**config.mk**
```make
export PLATFORM = sky130hd
export DESIGN_NAME = tals_ctrl
export DESIGN_NICKNAME = d
export VERILOG_FILES = /design/src/assert_macros.svh /design/src/tals_pkg.sv /design/src/tals_ctrl.sv
export SDC_FILE = /design/constraint.sdc
export NUM_CORES = 1
export LEC_CHECK = 0
export ABC_CLOCK_PERIOD_IN_PS = 1250
export BUFFER_PORTS_ARGS = -buffer_cell sky130_fd_sc_hd__buf_2
export CORE_UTILIZATION = 35
export DETAILED_ROUTE_END_ITERATION = 8
export PLACE_DENSITY_LB_ADDON = 0.15
export SYNTH_ARGS = -nofsm -noshare
export SYNTH_HDL_FRONTEND = slang
export SYNTH_SLANG_ARGS = --single-unit
```
**constraint.sdc**
```tcl
create_clock -name clk -period 1.25 [get_ports clk]
set_input_delay 0.3125 -clock clk [delete_from_list [all_inputs] [get_ports clk]]
set_output_delay 0.3125 -clock clk [all_outputs]
set_load 0.01 [all_outputs]
```
**src/assert_macros.svh**
```systemverilog
// Assertion macros for the RTL files; tals_datapath includes them.
// Needs a clock named clk and a synchronous active-high reset named rst in scope.
`ifndef ASSERT_MACROS_SVH
`define ASSERT_MACROS_SVH

// property checked every edge outside reset
`define TALS_ASSERT(label, prop, msg) \
  label: assert property (@(posedge clk) disable iff (rst) prop) else $error(msg);

// same-cycle implication checked outside reset
`define TALS_ASSERT_IMP(label, ante, cons, msg) \
  label: assert property (@(posedge clk) disable iff (rst) (ante) |-> (cons)) else $error(msg);

`endif

```
**src/tals_pkg.sv**
```systemverilog
// Shared types and constants for the two-axis smoothing and lead predictor.
// No dependencies.
package tals_pkg;

  localparam int DATA_W  = 32;
  localparam int ALPHA_W = 17;
  localparam int WLEN_W  = 4;
  localparam int LEAD_W  = 16;
  localparam int CFG_W   = 17;
  localparam int IDX_W   = 2;

  localparam logic [ALPHA_W-1:0] ALPHA_YAW_RST   = 17'd26214;
  localparam logic [ALPHA_W-1:0] ALPHA_PITCH_RST = 17'd32768;
  localparam logic [ALPHA_W-1:0] ALPHA_ONE       = 17'd65536;
  localparam logic [WLEN_W-1:0]  WLEN_RST        = 4'd3;

  typedef enum logic [IDX_W-1:0] {
    REG_ALPHA_YAW   = 2'd0,
    REG_ALPHA_PITCH = 2'd1,
    REG_WINDOW_LEN  = 2'd2,
    REG_LEAD_RATIO  = 2'd3
  } reg_idx_t;

  typedef struct packed {
    logic load;       // latch input word, read window slot
    logic lp_mul;     // low-pass multiply
    logic lp_upd;     // low-pass state update
    logic sum_upd;    // window write, sum and count update
    logic div_start;  // start averaging divide
    logic lead_mul;   // lead multiply
    logic out_load;   // load result word
  } tals_cmd_t;

  typedef struct packed {
    logic div_done;
    logic out_free;
  } tals_status_t;

endpackage

```
**src/tals_ctrl.sv**
```systemverilog
// Sequencing state machine: steps one word through filter, window, divide, lead.
// Depends on tals_pkg.
module tals_ctrl import tals_pkg::*; (
  input  logic         clk,
  input  logic         rst,
  input  logic         in_valid,
  output logic         in_ready,
  input  tals_status_t status,
  output tals_cmd_t    cmd
);

  typedef enum logic [7:0] {
    S_IDLE   = 8'b0000_0001,
    S_LP     = 8'b0000_0010,
    S_LPW    = 8'b0000_0100,
    S_SUM    = 8'b0000_1000,
    S_DSTART = 8'b0001_0000,
    S_DWAIT  = 8'b0010_0000,
    S_MUL    = 8'b0100_0000,
    S_OUT    = 8'b1000_0000
  } state_t;

  state_t state, state_next;

  assign in_ready = (state == S_IDLE);

  always_comb begin
    state_next = state;
    cmd        = '0;
    case (state)
      S_IDLE: begin
        if (in_valid) begin
          cmd.load   = 1'b1;
          state_next = S_LP;
        end
      end
      S_LP: begin
        cmd.lp_mul = 1'b1;
        state_next = S_LPW;
      end
      S_LPW: begin
        cmd.lp_upd = 1'b1;
        state_next = S_SUM;
      end
      S_SUM: begin
        cmd.sum_upd = 1'b1;
        state_next  = S_DSTART;
      end
      S_DSTART: begin
        cmd.div_start = 1'b1;
        state_next    = S_DWAIT;
      end
      S_DWAIT: begin
        if (status.div_done) state_next = S_MUL;
      end
      S_MUL: begin
        cmd.lead_mul = 1'b1;
        state_next   = S_OUT;
      end
      S_OUT: begin
        if (status.out_free) begin
          cmd.out_load = 1'b1;
          state_next   = S_IDLE;
        end
      end
      default: state_next = S_IDLE;
    endcase
  end

  always_ff @(posedge clk) begin
    if (rst) state <= S_IDLE;
    else     state <= state_next;
  end

endmodule

```
==> results.sh <==
export IMPL_fin_skew_ns=0.00224
export IMPL_wl_per_cell_um=14.1
export IMPL_grtUsageTotal_pct=23.5
export IMPL_grt_max_degree=7
export IMPL_power_density_nw_per_um2=769
export IMPL_intPower_w=0.000474
export IMPL_dieWidth_um=38.1
export IMPL_ys_seq_elements=8
export IMPL_yosys_warnings=0
export IMPL_antenna_cells=0
export IMPL_fillerInstances=87
export IMPL_finalNetCount=96
export IMPL_cp_start_kind="register"
export IMPL_start_util_pct=39.5
export IMPL_syn_num_nets=61
export IMPL_rsz0062_at_grt="yes"
export IMPL_final_hold_viol_count=0
export IMPL_whs_path_depth=2
export IMPL_slew_viol_final=0
export IMPL_power_w=0.000645
export IMPL_violations="setup timing"
export IMPL_syn_area_sq_um=457
export IMPL_worst_path_max_fanout=3
export IMPL_worstHoldPathType="input pin to register"
export IMPL_layout_setup_ws_ns=-0.305
export IMPL_final_cell_mix="buf_4, buf_2, nor2_1"
export IMPL_rows=12
export IMPL_drc_errors=0
export IMPL_postRouteAntennaNets=0
export IMPL_r2r_cells=5
export IMPL_worstPathRequired_ns=0.94
export IMPL_final_common_cell="buf_4"
export IMPL_reg_top3="state: 8 flops"
export IMPL_area_growth_pct=83.6
export IMPL_final_area_sq_um=838
export IMPL_drv_cap=0
export IMPL_fmax_ghz=0.643
export IMPL_ioPinCount=13
export IMPL_grt_first_pass_wirelength_mm=2.33
export IMPL_wirelength_mm=1.46
export IMPL_p_leak_nw=0.362
export IMPL_pre_cts_ws_ns=-0.0957
export IMPL_clk_pin_slew_ns=0.05
export IMPL_dpl_cell_area_sq_um=652
export IMPL_dieArea_sq_um=1450
export IMPL_top_register="state"
export IMPL_viasPerCell=5.18
export IMPL_switching_share_pct=26.4
export IMPL_vdd_drop_max_mv=0.633
export IMPL_cts_root_buffer="clkbuf_4"
export IMPL_cts_buffers=3
export IMPL_dp_cells=94
export IMPL_cts_tree="built"
export IMPL_clkPwrFrac_pct=28.9
export IMPL_buffer_ports_inserted=12
export IMPL_end_kind="output port"
export IMPL_worst_slew_margin_rel_pct=81.9
export IMPL_clock_sinks=8
export IMPL_power_frac_seq_pct=42.0
export IMPL_status="finished with violations"
export IMPL_multi_input_area_sq_um=380
export IMPL_grt_overflow=0
export IMPL_antenna_found_initial=0
export IMPL_period_needed_ns=1.55
export IMPL_dp_hpwl_um=889
export IMPL_drive_gt1_share_pct=70.8
export IMPL_drt_iter0_drc=15
export IMPL_tightest_slew_ns=0.271
export IMPL_grt_pass1_vias=516
export IMPL_h_tree_depth=1
export IMPL_min_period_over_period_pct=124
export IMPL_register_area_sq_um=180
export IMPL_insertion_delay_ns=0.24
export IMPL_vias=534
export IMPL_largest_reg_flops=8
export IMPL_syn_avg_cell_area_sq_um=8.16
export IMPL_gp_congestion=0.830
export IMPL_drtPass1Iterations=4
export IMPL_holdWs_ns=0.295
export IMPL_clockBufferDepth=2
export IMPL_p_sw_w=0.000170
export IMPL_ys_types=25
export IMPL_cp_arrival_ns=1.24
export IMPL_instances_no_fill=103
export IMPL_yosysSeqAreaShare_pct=35.1
export IMPL_comb_power_share_pct=29.1
export IMPL_core_sq_um=1160
export IMPL_synthCells=56
export IMPL_setup_violations=13
export IMPL_critical_path_class="register to output port"
export IMPL_fp_dieH_um=38.1
what timing repair did:
item | CTS | global route
buffers inserted | 6 | 1
gates resized for setup | 22 | 13
pin swaps | 14 | 1
endpoints found under the setup margin | 11 | 15
hold buffers | 0 | 0
logic make-up (layout without fill, tap and decap cells):
logic type,count (synthesis),after routing,synth area share [%]
compound gates,10,10,16.4
flops,8,8,35.1
buf+inv,4,37,4.11
simple gates,34,34,44.4
through the flow:
step | util, % | TNS (ns)
6_report | 72.5 | -2.27
5_1_grt | 72.5 | -2.99
4_1_cts | 67.5 | -2.11
3_5_place_dp | 56.4 | -0.342
3_3_place_gp | 56.4 | -0.393
2_1_floorplan | - | -0.00977
path summary, 6_finish.rpt:
check	to	start	slack [ns]
worst min register to register	state[7]	state[2]	0.61
worst max-delay path	cmd[6]	state[2]	-0.30
worst max register to register	state[7]	state[0]	-0.06
worst min-delay path	state[5]	rst	0.30
critical path: stages (launching register included):
cell     delay (ns)
dfxtp_2        0.33
nor3_4         0.21
and3_4         0.22
and2_4         0.15
buf_6          0.09
layer usage:
metal	wire, um	GRT usage (%)
met5	0	0
met4	6	5.36
met3	50	5.23
met2	804	38.1
met1	594	31.3
layout make-up:
type	instances	share of cell area [%]
timing repair buffer	31	27.0
tap	14	2.09
clock buffer	3	2.69
sequential	8	21.5
inverter	3	1.34
multi-input combinational	44	45.4
cells in the mapped netlist, drive strengths merged:
library cell  number  area, sq um
o21bai             1         7.51
a21o               1         15.0
nand2              4         15.0
nand2b             2         12.5
nor4               1         12.5
o21ai              3         15.0
nand3              1         5.00
and3               1         11.3
and2b              1         7.51
nor2b              5         31.3
inv                3         11.3
nand4              1         6.26
nor3b              2         15.0
nand3b             1         7.51
and2               1         8.76
nor3               6         40.0
o31ai              1         7.51
o311ai             1         8.76
a21boi             1         7.51
buf                1         7.51
a211oi             1         7.51
nor2               8         30.0
dfxtp              8          160
o22ai              1         6.26
power groups by stage:
stage	clock network, W	logic (W)	registers [W]
4_1_cts	0.000194	0.000161	0.000273
3_3_place_gp	0	0.000123	0.000275
2_1_floorplan	0	0.0000697	0.000274
6_report	0.000186	0.000188	0.000271
3_5_place_dp	0	0.000123	0.000275
5_1_grt	0.000208	0.000199	0.000272
Note: power is estimated with default switching activity, not from simulation.
